### config.mk
export PLATFORM = sky130hd
export DESIGN_NAME = weighted_region_dark_pixel_judge
export DESIGN_NICKNAME = d
export VERILOG_FILES = /design/src/rtl/wrdpj_pkg.sv /design/src/rtl/wrdpj_mul.sv /design/src/rtl/wrdpj_acc.sv /design/src/rtl/wrdpj_judge.sv /design/src/rtl/weighted_region_dark_pixel_judge.sv
export SDC_FILE = /design/constraint.sdc
export NUM_CORES = 2
export LEC_CHECK = 0
export ABC_AREA = 0
export BUFFER_PORTS_ARGS = -buffer_cell sky130_fd_sc_hd__buf_4
export CAP_MARGIN = 40
export CORE_UTILIZATION = 60
export CTS_BUF_LIST = sky130_fd_sc_hd__clkbuf_8
export DETAILED_ROUTE_END_ITERATION = 16
export GPL_TIMING_DRIVEN = 1
export PLACE_DENSITY = 0.78
export RECOVER_POWER = 100
export SYNTH_ARGS = -nofsm -noshare
export SYNTH_HDL_FRONTEND = slang
export SYNTH_SLANG_ARGS = --single-unit
### constraint.sdc
create_clock -name clk_i -period 16.3 [get_ports clk_i]
set_clock_uncertainty 0.1 [all_clocks]
set_input_delay 1.63 -clock clk_i [delete_from_list [all_inputs] [get_ports clk_i]]
set_output_delay 1.63 -clock clk_i [all_outputs]
set_load 0.01 [all_outputs]
### src/rtl/wrdpj_pkg.sv
package wrdpj_pkg;

  // Widths fixed by the pixel and result formats
  localparam int unsigned CHAN_W  = 8;
  localparam int unsigned DIM_W   = 10;
  localparam int unsigned WGT_W   = 4;
  localparam int unsigned THR_W   = 25;
  localparam int unsigned SUM_W   = 22;
  localparam int unsigned VERD_W  = 3;
  localparam int unsigned CFG_A_W = 3;

  // Shared multiplier: threshold (25 b) by frame weight (24 b)
  localparam int unsigned MUL_A_W = 25;
  localparam int unsigned MUL_B_W = 24;
  localparam int unsigned MUL_P_W = MUL_A_W + MUL_B_W;

  // Q1.24 scale of the thresholds
  localparam int unsigned FRAC_W = 24;

  localparam logic [SUM_W-1:0] SUM_MAX = {SUM_W{1'b1}};

  // Verdict codes
  localparam logic [VERD_W-1:0] VERDICT_NONE  = 3'd0;
  localparam logic [VERD_W-1:0] VERDICT_LEFT  = 3'd1;
  localparam logic [VERD_W-1:0] VERDICT_RIGHT = 3'd2;
  localparam logic [VERD_W-1:0] VERDICT_BLACK = 3'd3;
  localparam logic [VERD_W-1:0] VERDICT_WHITE = 3'd4;

  // Register indexes
  localparam logic [CFG_A_W-1:0] CFG_FRAME_ROWS   = 3'd0;
  localparam logic [CFG_A_W-1:0] CFG_FRAME_COLS   = 3'd1;
  localparam logic [CFG_A_W-1:0] CFG_UPPER_WEIGHT = 3'd2;
  localparam logic [CFG_A_W-1:0] CFG_LOWER_WEIGHT = 3'd3;
  localparam logic [CFG_A_W-1:0] CFG_BLACK_THR    = 3'd4;
  localparam logic [CFG_A_W-1:0] CFG_WHITE_THR    = 3'd5;
  localparam logic [CFG_A_W-1:0] CFG_TURN_THR     = 3'd6;

  typedef struct packed {
    logic [CHAN_W-1:0] blue;
    logic [CHAN_W-1:0] green;
    logic [CHAN_W-1:0] red;
  } pix_t;

  typedef struct packed {
    logic [VERD_W-1:0] verdict;
    logic [SUM_W-1:0]  weighted_dark;
    logic [SUM_W-1:0]  left_sum;
    logic [SUM_W-1:0]  middle_sum;
    logic [SUM_W-1:0]  right_sum;
  } res_t;

  // Live configuration, frame size already clamped
  typedef struct packed {
    logic [DIM_W-1:0] rows;
    logic [DIM_W-1:0] cols;
    logic [WGT_W-1:0] upper_w;
    logic [WGT_W-1:0] lower_w;
    logic [THR_W-1:0] black_thr;
    logic [THR_W-1:0] white_thr;
    logic [THR_W-1:0] turn_thr;
  } cfg_t;

  typedef struct packed {
    logic [SUM_W-1:0] dark;
    logic [SUM_W-1:0] left;
    logic [SUM_W-1:0] middle;
    logic [SUM_W-1:0] right;
  } sums_t;

  // Saturating accumulate of one weight
  function automatic logic [SUM_W-1:0] sat_add(input logic [SUM_W-1:0] s,
                                               input logic [WGT_W-1:0] w);
    logic [SUM_W:0] t;
    t = {1'b0, s} + (SUM_W+1)'(w);
    return t[SUM_W] ? SUM_MAX : t[SUM_W-1:0];
  endfunction

endpackage

### src/rtl/wrdpj_mul.sv
module wrdpj_mul (
  input  logic                              clk_i,
  input  logic [wrdpj_pkg::MUL_A_W-1:0]     a_i,
  input  logic [wrdpj_pkg::MUL_B_W-1:0]     b_i,
  output logic [wrdpj_pkg::MUL_P_W-1:0]     p_o
);

  // Shared multiplier, product registered
  logic [wrdpj_pkg::MUL_P_W-1:0] p_q;

  always_ff @(posedge clk_i) begin
    p_q <= wrdpj_pkg::MUL_P_W'(a_i) * wrdpj_pkg::MUL_P_W'(b_i);
  end

  assign p_o = p_q;

endmodule

### src/rtl/wrdpj_acc.sv
module wrdpj_acc #(
  parameter int unsigned MAX_ROWS = 512,
  parameter int unsigned MAX_COLS = 512
) (
  input  logic                 clk_i,
  input  logic                 rst_ni,
  input  wrdpj_pkg::cfg_t      cfg_i,
  input  logic                 take_i,
  input  wrdpj_pkg::pix_t      pix_i,
  input  logic                 clear_i,
  output logic                 frame_end_o,
  output wrdpj_pkg::sums_t     sums_o
);

  localparam int unsigned RW = $clog2(MAX_ROWS);
  localparam int unsigned CW = $clog2(MAX_COLS);
  localparam int unsigned RX = ((RW > wrdpj_pkg::DIM_W) ? RW : wrdpj_pkg::DIM_W) + 1;
  localparam int unsigned CX = ((CW > 12) ? CW : 12) + 1;

  logic [RW-1:0] row_q, row_d;
  logic [CW-1:0] col_q, col_d;
  wrdpj_pkg::sums_t sums_q, sums_d;

  logic [RX-1:0] row_x, rows_x;
  logic [CX-1:0] col_x, cols_x, half_x, qtr_x, q3_x;
  logic          row_last, col_last, upper, dark;
  logic [wrdpj_pkg::WGT_W-1:0] wt;

  // Position compares, widened so a mid-frame size change still ends rows
  assign row_x    = RX'(row_q);
  assign rows_x   = RX'(cfg_i.rows);
  assign col_x    = CX'(col_q);
  assign cols_x   = CX'(cfg_i.cols);
  assign row_last = (row_x + RX'(1)) >= rows_x;
  assign col_last = (col_x + CX'(1)) >= cols_x;
  assign upper    = row_x < (rows_x >> 1);
  assign half_x   = cols_x >> 1;
  assign qtr_x    = cols_x >> 2;
  assign q3_x     = (cols_x * CX'(3)) >> 2;

  assign dark = (pix_i.blue == '0) && (pix_i.green == '0) && (pix_i.red == '0);
  assign wt   = upper ? cfg_i.upper_w : cfg_i.lower_w;

  assign frame_end_o = take_i && col_last && row_last;

  // Raster position
  always_comb begin
    row_d = row_q;
    col_d = col_q;
    if (take_i) begin
      if (col_last) begin
        col_d = '0;
        row_d = row_last ? '0 : row_q + RW'(1);
      end else begin
        col_d = col_q + CW'(1);
      end
    end
  end

  // Region sums
  always_comb begin
    sums_d = sums_q;
    if (clear_i) begin
      sums_d = '0;
    end else if (take_i && dark) begin
      sums_d.dark = wrdpj_pkg::sat_add(sums_q.dark, wt);
      if (col_x < half_x) begin
        sums_d.left = wrdpj_pkg::sat_add(sums_q.left, wt);
      end else begin
        sums_d.right = wrdpj_pkg::sat_add(sums_q.right, wt);
      end
      if (col_x >= qtr_x && col_x < q3_x) begin
        sums_d.middle = wrdpj_pkg::sat_add(sums_q.middle, wt);
      end
    end
  end

  always_ff @(posedge clk_i or negedge rst_ni) begin
    if (!rst_ni) begin
      row_q  <= '0;
      col_q  <= '0;
      sums_q <= '0;
    end else begin
      row_q  <= row_d;
      col_q  <= col_d;
      sums_q <= sums_d;
    end
  end

  assign sums_o = sums_q;

endmodule

### src/rtl/wrdpj_judge.sv
module wrdpj_judge (
  input  logic                              clk_i,
  input  logic                              rst_ni,
  input  wrdpj_pkg::cfg_t                   cfg_i,
  input  wrdpj_pkg::sums_t                  sums_i,
  input  logic                              frame_end_i,
  output logic                              busy_o,
  output logic                              clear_o,
  output logic [wrdpj_pkg::MUL_A_W-1:0]     mul_a_o,
  output logic [wrdpj_pkg::MUL_B_W-1:0]     mul_b_o,
  input  logic [wrdpj_pkg::MUL_P_W-1:0]     mul_p_i,
  output logic                              out_valid_o,
  input  logic                              out_stall_i,
  output wrdpj_pkg::res_t                   out_word_o
);

  localparam logic [2:0] ST_PIX  = 3'd0;
  localparam logic [2:0] ST_SIZE = 3'd1;
  localparam logic [2:0] ST_WGT  = 3'd2;
  localparam logic [2:0] ST_BLK  = 3'd3;
  localparam logic [2:0] ST_WHT  = 3'd4;
  localparam logic [2:0] ST_TRN  = 3'd5;
  localparam logic [2:0] ST_DEC  = 3'd6;

  localparam int unsigned PW = wrdpj_pkg::MUL_P_W;
  localparam int unsigned BW = wrdpj_pkg::MUL_B_W;
  localparam int unsigned SW = wrdpj_pkg::SUM_W;
  localparam int unsigned FW = wrdpj_pkg::FRAC_W;

  logic [2:0]    state_q, state_d;
  logic [BW-1:0] w_q;
  logic          blk_q, wht_q;
  logic          out_valid_q;
  wrdpj_pkg::res_t out_q;

  logic [4:0]    wsum;
  logic [BW-1:0] dark_x, wdiff;
  logic          w_gt, lr_ge, turn_hit, load;
  logic [SW-1:0] side, tdiff;
  logic [PW-1:0] cmp_lhs;
  logic          cmp_gt;
  logic [wrdpj_pkg::VERD_W-1:0] verdict;

  assign wsum = {1'b0, cfg_i.upper_w} + {1'b0, cfg_i.lower_w};

  // Operand select for the shared multiplier
  always_comb begin
    mul_a_o = '0;
    mul_b_o = '0;
    case (state_q)
      ST_SIZE: begin
        mul_a_o = wrdpj_pkg::MUL_A_W'(cfg_i.rows);
        mul_b_o = BW'(cfg_i.cols);
      end
      ST_WGT: begin
        mul_a_o = wrdpj_pkg::MUL_A_W'(mul_p_i[20:1]);
        mul_b_o = BW'(wsum);
      end
      ST_BLK: begin
        mul_a_o = cfg_i.black_thr;
        mul_b_o = mul_p_i[BW-1:0];
      end
      ST_WHT: begin
        mul_a_o = cfg_i.white_thr;
        mul_b_o = w_q;
      end
      ST_TRN, ST_DEC: begin
        mul_a_o = cfg_i.turn_thr;
        mul_b_o = w_q;
      end
      default: begin
        mul_a_o = '0;
        mul_b_o = '0;
      end
    endcase
  end

  // Left side of the shared compare: scaled dark, light or turn margin
  assign dark_x = BW'(sums_i.dark);
  assign w_gt   = w_q > dark_x;
  assign wdiff  = w_q - dark_x;
  assign lr_ge  = sums_i.left >= sums_i.right;
  assign side   = lr_ge ? sums_i.left : sums_i.right;
  assign tdiff  = (side >= sums_i.middle) ? side - sums_i.middle : sums_i.middle - side;

  always_comb begin
    case (state_q)
      ST_WHT:  cmp_lhs = {3'b000, sums_i.dark, {FW{1'b0}}};
      ST_TRN:  cmp_lhs = w_gt ? {1'b0, wdiff, {FW{1'b0}}} : '0;
      ST_DEC:  cmp_lhs = {3'b000, tdiff, {FW{1'b0}}};
      default: cmp_lhs = '0;
    endcase
  end

  assign cmp_gt   = cmp_lhs > mul_p_i;
  assign turn_hit = cmp_gt;

  // Verdict in priority order
  always_comb begin
    if (blk_q) begin
      verdict = wrdpj_pkg::VERDICT_BLACK;
    end else if (wht_q) begin
      verdict = wrdpj_pkg::VERDICT_WHITE;
    end else if (turn_hit) begin
      verdict = lr_ge ? wrdpj_pkg::VERDICT_LEFT : wrdpj_pkg::VERDICT_RIGHT;
    end else begin
      verdict = wrdpj_pkg::VERDICT_NONE;
    end
  end

  assign load = (state_q == ST_DEC) && (!out_valid_q || !out_stall_i);

  // Sequencer
  always_comb begin
    state_d = state_q;
    case (state_q)
      ST_PIX:  if (frame_end_i) state_d = ST_SIZE;
      ST_SIZE: state_d = ST_WGT;
      ST_WGT:  state_d = ST_BLK;
      ST_BLK:  state_d = ST_WHT;
      ST_WHT:  state_d = ST_TRN;
      ST_TRN:  state_d = ST_DEC;
      ST_DEC:  if (load) state_d = ST_PIX;
      default: state_d = ST_PIX;
    endcase
  end

  always_ff @(posedge clk_i or negedge rst_ni) begin
    if (!rst_ni) begin
      state_q     <= ST_PIX;
      out_valid_q <= 1'b0;
    end else begin
      state_q <= state_d;
      if (load) begin
        out_valid_q <= 1'b1;
      end else if (!out_stall_i) begin
        out_valid_q <= 1'b0;
      end
    end
  end

  // Judge working registers and result word
  always_ff @(posedge clk_i) begin
    if (state_q == ST_BLK) begin
      w_q <= mul_p_i[BW-1:0];
    end
    if (state_q == ST_WHT) begin
      blk_q <= cmp_gt;
    end
    if (state_q == ST_TRN) begin
      wht_q <= cmp_gt;
    end
    if (load) begin
      out_q.verdict       <= verdict;
      out_q.weighted_dark <= sums_i.dark;
      out_q.left_sum      <= sums_i.left;
      out_q.middle_sum    <= sums_i.middle;
      out_q.right_sum     <= sums_i.right;
    end
  end

  assign busy_o      = state_q != ST_PIX;
  assign clear_o     = load;
  assign out_valid_o = out_valid_q;
  assign out_word_o  = out_q;

endmodule

### src/rtl/weighted_region_dark_pixel_judge.sv
// Dark-pixel judge: pixels stream in raster order, one word per clock while
// a frame is in progress; row and column are counted here against the
// frame_rows and frame_cols registers (clamped to 2..MAX_ROWS, 4..MAX_COLS).
// Only the last pixel of a frame yields a result word: after it the input is
// stalled while the sequencer drives a single shared 25x24 multiplier through
// frame size, total weight and the three threshold products, one per cycle,
// against one shared comparator. The result then sits in an output register
// and the next frame may start at once; should a second frame end before the
// previous word is taken, input stays stalled until it is. Sums saturate at
// 2^22-1 and are cleared as the word is loaded.
module weighted_region_dark_pixel_judge #(
  parameter int unsigned MAX_ROWS = 512,
  parameter int unsigned MAX_COLS = 512
) (
  input  logic                                clk_i,
  input  logic                                rst_ni,
  input  logic                                in_valid_i,
  output logic                                in_stall_o,
  input  wrdpj_pkg::pix_t                     in_word_i,
  output logic                                out_valid_o,
  input  logic                                out_stall_i,
  output wrdpj_pkg::res_t                     out_word_o,
  input  logic                                cfg_valid_i,
  output logic                                cfg_ready_o,
  input  logic [wrdpj_pkg::CFG_A_W-1:0]       cfg_index_i,
  input  logic [wrdpj_pkg::THR_W-1:0]         cfg_data_i
);

  localparam logic [wrdpj_pkg::DIM_W-1:0] ROWS_HI =
    (MAX_ROWS > 1023) ? 10'd1023 : wrdpj_pkg::DIM_W'(MAX_ROWS);
  localparam logic [wrdpj_pkg::DIM_W-1:0] COLS_HI =
    (MAX_COLS > 1023) ? 10'd1023 : wrdpj_pkg::DIM_W'(MAX_COLS);

  logic [wrdpj_pkg::DIM_W-1:0] rows_q, cols_q;
  logic [wrdpj_pkg::WGT_W-1:0] upper_q, lower_q;
  logic [wrdpj_pkg::THR_W-1:0] black_q, white_q, turn_q;

  wrdpj_pkg::cfg_t  cfg;
  wrdpj_pkg::sums_t sums;
  logic             take, frame_end, busy, sum_clr;
  logic [wrdpj_pkg::MUL_A_W-1:0] mul_a;
  logic [wrdpj_pkg::MUL_B_W-1:0] mul_b;
  logic [wrdpj_pkg::MUL_P_W-1:0] mul_p;

  // Register file
  assign cfg_ready_o = 1'b1;

  always_ff @(posedge clk_i or negedge rst_ni) begin
    if (!rst_ni) begin
      rows_q  <= 10'd128;
      cols_q  <= 10'd256;
      upper_q <= 4'd3;
      lower_q <= 4'd7;
      black_q <= 25'd15938355;
      white_q <= 25'd15938355;
      turn_q  <= 25'd8389;
    end else if (cfg_valid_i && cfg_ready_o) begin
      case (cfg_index_i)
        wrdpj_pkg::CFG_FRAME_ROWS:   rows_q  <= cfg_data_i[9:0];
        wrdpj_pkg::CFG_FRAME_COLS:   cols_q  <= cfg_data_i[9:0];
        wrdpj_pkg::CFG_UPPER_WEIGHT: upper_q <= cfg_data_i[3:0];
        wrdpj_pkg::CFG_LOWER_WEIGHT: lower_q <= cfg_data_i[3:0];
        wrdpj_pkg::CFG_BLACK_THR:    black_q <= cfg_data_i;
        wrdpj_pkg::CFG_WHITE_THR:    white_q <= cfg_data_i;
        wrdpj_pkg::CFG_TURN_THR:     turn_q  <= cfg_data_i;
        default: ;
      endcase
    end
  end

  // Clamp the frame size
  always_comb begin
    cfg.rows      = (rows_q < 10'd2) ? 10'd2 : ((rows_q > ROWS_HI) ? ROWS_HI : rows_q);
    cfg.cols      = (cols_q < 10'd4) ? 10'd4 : ((cols_q > COLS_HI) ? COLS_HI : cols_q);
    cfg.upper_w   = upper_q;
    cfg.lower_w   = lower_q;
    cfg.black_thr = black_q;
    cfg.white_thr = white_q;
    cfg.turn_thr  = turn_q;
  end

  assign in_stall_o = busy;
  assign take       = in_valid_i && !in_stall_o;

  wrdpj_acc #(
    .MAX_ROWS (MAX_ROWS),
    .MAX_COLS (MAX_COLS)
  ) u_acc (
    .clk_i       (clk_i),
    .rst_ni      (rst_ni),
    .cfg_i       (cfg),
    .take_i      (take),
    .pix_i       (in_word_i),
    .clear_i     (sum_clr),
    .frame_end_o (frame_end),
    .sums_o      (sums)
  );

  wrdpj_mul u_mul (
    .clk_i (clk_i),
    .a_i   (mul_a),
    .b_i   (mul_b),
    .p_o   (mul_p)
  );

  wrdpj_judge u_judge (
    .clk_i       (clk_i),
    .rst_ni      (rst_ni),
    .cfg_i       (cfg),
    .sums_i      (sums),
    .frame_end_i (frame_end),
    .busy_o      (busy),
    .clear_o     (sum_clr),
    .mul_a_o     (mul_a),
    .mul_b_o     (mul_b),
    .mul_p_i     (mul_p),
    .out_valid_o (out_valid_o),
    .out_stall_i (out_stall_i),
    .out_word_o  (out_word_o)
  );

  // A frame end always holds off the next pixel
  a_end_stalls : assert property (@(posedge clk_i) disable iff (!rst_ni)
    frame_end |=> in_stall_o)
    else $error("input not stalled after frame end");

  // Loading the result word empties the sums
  a_clr_empties : assert property (@(posedge clk_i) disable iff (!rst_ni)
    sum_clr |=> (sums.dark == '0 && sums.left == '0 && sums.middle == '0
                 && sums.right == '0))
    else $error("sums not cleared after result load");

  // No region can exceed the frame total
  a_region_bound : assert property (@(posedge clk_i) disable iff (!rst_ni)
    out_valid_o |-> (out_word_o.left_sum <= out_word_o.weighted_dark
                     && out_word_o.middle_sum <= out_word_o.weighted_dark
                     && out_word_o.right_sum <= out_word_o.weighted_dark))
    else $error("region sum above frame total");

endmodule

==> impl_metrics.py <==
metrics = {
    "synthesis": {
        "synth_top_area_frac": 0.244,
        "ys_seq_area_frac": 0.235,
        "yosysUniqueCellTypes": 94,
        "synthCells": 4571,
        "synth-warning-count": 0,
        "async_flop_share": 0.562,
        "synth_edf_count": 117,
        "syn_nets": 5510,
        "ys_top_cells_by_area": "fa_1, ha_1, dfrtp_1",
        "synth_flop_cell": "dfrtp_1",
        "netlist_area_um2": 42100,
        "synth.avg_cell_area_um2": 9.21,
        "synth_area_leader_cell": "fa_1",
        "ys_seq_elements": 379,
    },
    "grt": {
        "grt_pass1_vias": 34900,
        "grt_pass1_wl_um": 195000,
        "grt_overflow": 0,
        "antenna_found_initial": 1,
        "grt_use_total": 0.357,
        "grt_start_max_net_pins": 116,
    },
    "timing": {
        "fmax_mhz": 79.7,
        "post-route-min-period_ns": 12.55,
        "tightestPinTransition_ns": 6.44,
        "finalHoldViolations": 0,
        "setup_violations": 0,
        "rsz0062_at_grt": "false",
        "max_slew_margin": -3.29,
        "slew_violations": 581,
        "setup_tns_ns": 0,
        "fin_crit_sh": 0.770,
    },
    "detailed_routing": {
        "firstDrtPassIters": 6,
        "drt_iter0_drc": 2832,
        "num_vias": 34100,
        "ant_nets": 0,
        "wl_um": 124000,
        "drc": 0,
        "via_per_inst": 6.04,
        "post_drt_wl_per_cell_um": 22.0,
    },
    "power_and_ir_drop": {
        "pwr-share-clk": 0.115,
        "p_leak_nw": 21.4,
        "power.switching_w": 0.00412,
        "pwr-share-comb": 0.709,
        "p_per_area_nw_per_um2": 172,
        "switching_share": 0.530,
        "seqPwrFrac": 0.177,
        "peakVddDrop_mv": 0.155,
        "p_int_w": 0.00366,
        "finalPower_w": 0.00778,
    },
    "setup_path": {
        "worstSetupPathType": "reg2reg",
        "reg2reg_depth": 30,
        "critical_path.max_stage_delay_ns": 2.08,
        "crit_path_end_kind": "register",
        "cp_common_cell": "fa_1",
        "crit_slowest_cell": "clkbuf_1",
        "required_ns": 16.77,
        "crit_fanout": 58,
        "worst_setup_path_start_kind": "register",
        "critPathArrivalTime_ns": 13.02,
    },
    "clock_network": {
        "worstSkewPairLatency_ns": 0.73,
        "cts_resized": 0,
        "clk_pin_slew_worst_paths_ns": 0.07,
        "cts_max_level": 2,
        "cts_buffer_depth": 3,
        "clkSinkCount": 379,
        "cts-root-buf": "clkbuf_8",
        "cts_inserted_buffers": 61,
        "cts_tree": "yes",
        "postCtsHoldBufs": 0,
        "cts_setup_buffers": 0,
    },
    "run": {
        "drv_cap": 11,
    },
    "hold_path": {
        "hp-class": "reg2reg",
        "hold_depth": 0,
    },
    "place": {
        "portBuffers": 149,
        "dpl.hpwl_um": 94200,
        "gp_congestion": 1.01,
    },
    "floorplanning": {
        "die_x_um": 267,
        "pin_count": 151,
        "die_h_um": 267,
        "dieArea_um2": 71200,
        "initial_core_util": 0.610,
        "rows": 96,
        "coreArea_um2": 69100,
    },
    "cells_and_area": {
        "drive_gt1_frac": 0.0894,
        "area_growth_pct": 7.66,
        "final_net_count": 5607,
        "fill_cells": 5621,
    },
    "outcome": {
        "violations": "capacitance limit, slew limit",
        "outcome": "finished with violations",
    },
}
-- through the flow --
stage               setup WS (ns)  area, um2  utilization  hold WS, ns  cells
floorplan                    7.33      42100            -        0.323   4571
global placement             6.51      44300        0.641        0.365   5526
detailed placement           6.29      44400        0.643        0.363   5536
CTS                          6.32      45800        0.663        0.373   5651
global route                 3.16      45300        0.656        0.389   5652
finish                       3.75      45300        0.656        0.372   5653
-- per-layer routing --
layer | global-route usage | up-vias | share of wire
met4 | 0.191 | 0 | 0.060
li1 | - | 15200 | -
met1 | 0.459 | 16700 | 0.39
met5 | 0 | - | 0
met3 | 0.0616 | 431 | 0.092
met2 | 0.577 | 1838 | 0.46
-- layout make-up --
| class | instances | area [um2] | share of cell area |
|---|---|---|---|
| clock inverter | 44 | 370 | 0.00817 |
| tap | 931 | 1160 | 0.0257 |
| sequential | 379 | 9880 | 0.218 |
| multi-input combinational | 3211 | 28600 | 0.632 |
| inverter | 790 | 2970 | 0.0655 |
| antenna | 2 | 5.00 | 0.000110 |
| timing repair buffer | 225 | 1330 | 0.0294 |
| clock buffer | 71 | 977 | 0.0216 |
-- sequential cells by signal, summed over array words and instances, names as in the netlist, 3 cells and up --
register and count:
black_q 25, cols_q 10, lower_q 4, rows_q 10
turn_q 25, u_acc.col_q 9, u_acc.row_q 9, u_acc.sums_o 88
u_judge.out_word_o 91, u_judge.state_q 3, u_judge.w_q 24, u_mul.p_o 49
upper_q 4, white_q 25
-- cell families after synthesis --
kind of cell / count (synthesis) / share of synthesized area
multiplexers: 168 / 0.0439
AND/OR/NAND/NOR: 1266 / 0.134
other: 1 / 0.0000891
flip-flops: 379 / 0.235
XOR/XNOR: 117 / 0.0243
AO/OA/AOI/OAI: 777 / 0.121
buffers and inverters: 981 / 0.0880
adder cells (fa/ha/maj): 882 / 0.354
-- synth_stat cells, drive strengths merged, types with 49 or more instances --
library cell and instances:
ha 369, clkbuf 166, o21ai 177, xnor2 69, edfxtp 117, nand2 610
inv 790, nor3 63, dfxtp 49, mux2 125, and2 62, a21o 95
a21oi 196, dfrtp 173, nand3 72, fa 513, nor2 274
-- power by group through the flow --
stage / clock (W) / combinational [W] / sequential [W]
after floorplan: 0 / 0.00376 / 0.00133
after CTS: 0.000900 / 0.00545 / 0.00137
after global routing: 0.000944 / 0.00609 / 0.00139
after global placement: 0 / 0.00528 / 0.00138
final: 0.000892 / 0.00551 / 0.00137
after detailed placement: 0 / 0.00542 / 0.00138
-- cell usage in the layout (no fill, tap or decap), types with 69 or more instances in the layout --
| cell type | n |
|---|---|
| a21o_1 | 95 |
| edfxtp_1 | 117 |
| fa_1 | 513 |
| xnor2_1 | 69 |
| nand2_1 | 609 |
| nor2_1 | 273 |
| dfrtp_1 | 171 |
| clkbuf_8 | 71 |
| nand3_1 | 72 |
| mux2_2 | 120 |
| buf_4 | 109 |
| inv_1 | 803 |
| o21ai_0 | 147 |
| a21oi_1 | 195 |
| ha_1 | 369 |
| clkbuf_1 | 108 |
-- path summary, 6_finish.rpt --
check / start / end / slack (ns)
min in group asynchronous: rst_ni / u_acc.sums_o[63]$_DFFE_PN0P_ / 3.22
max in group asynchronous: rst_ni / u_judge.state_q[2]$_DFFE_PN0P_ / 5.84
worst max register to register: u_judge.state_q[2]$_DFFE_PN0P_ / u_mul.p_o[43]$_DFF_P_ / 3.75
worst max-delay path: u_judge.state_q[2]$_DFFE_PN0P_ / u_mul.p_o[43]$_DFF_P_ / 3.75
worst min-delay path: u_mul.p_o[23]$_DFF_P_ / u_judge.w_q[23]$_DFFE_PN_ / 0.37
worst min register to register: u_mul.p_o[23]$_DFF_P_ / u_judge.w_q[23]$_DFFE_PN_ / 0.37
-- critical path, delay by kind of cell (launching register included) --
family	cells	cell delay, ns
DFF	1	0.34
adders and majority gates	8	3.54
buffers and inverters	6	2.32
xor gates and xnor gates	1	0.13
and+or+nand+nor	5	2.63
AOI/OAI and AO/OA	10	3.32
No activity file was read; power rests on OpenSTA's default activity.
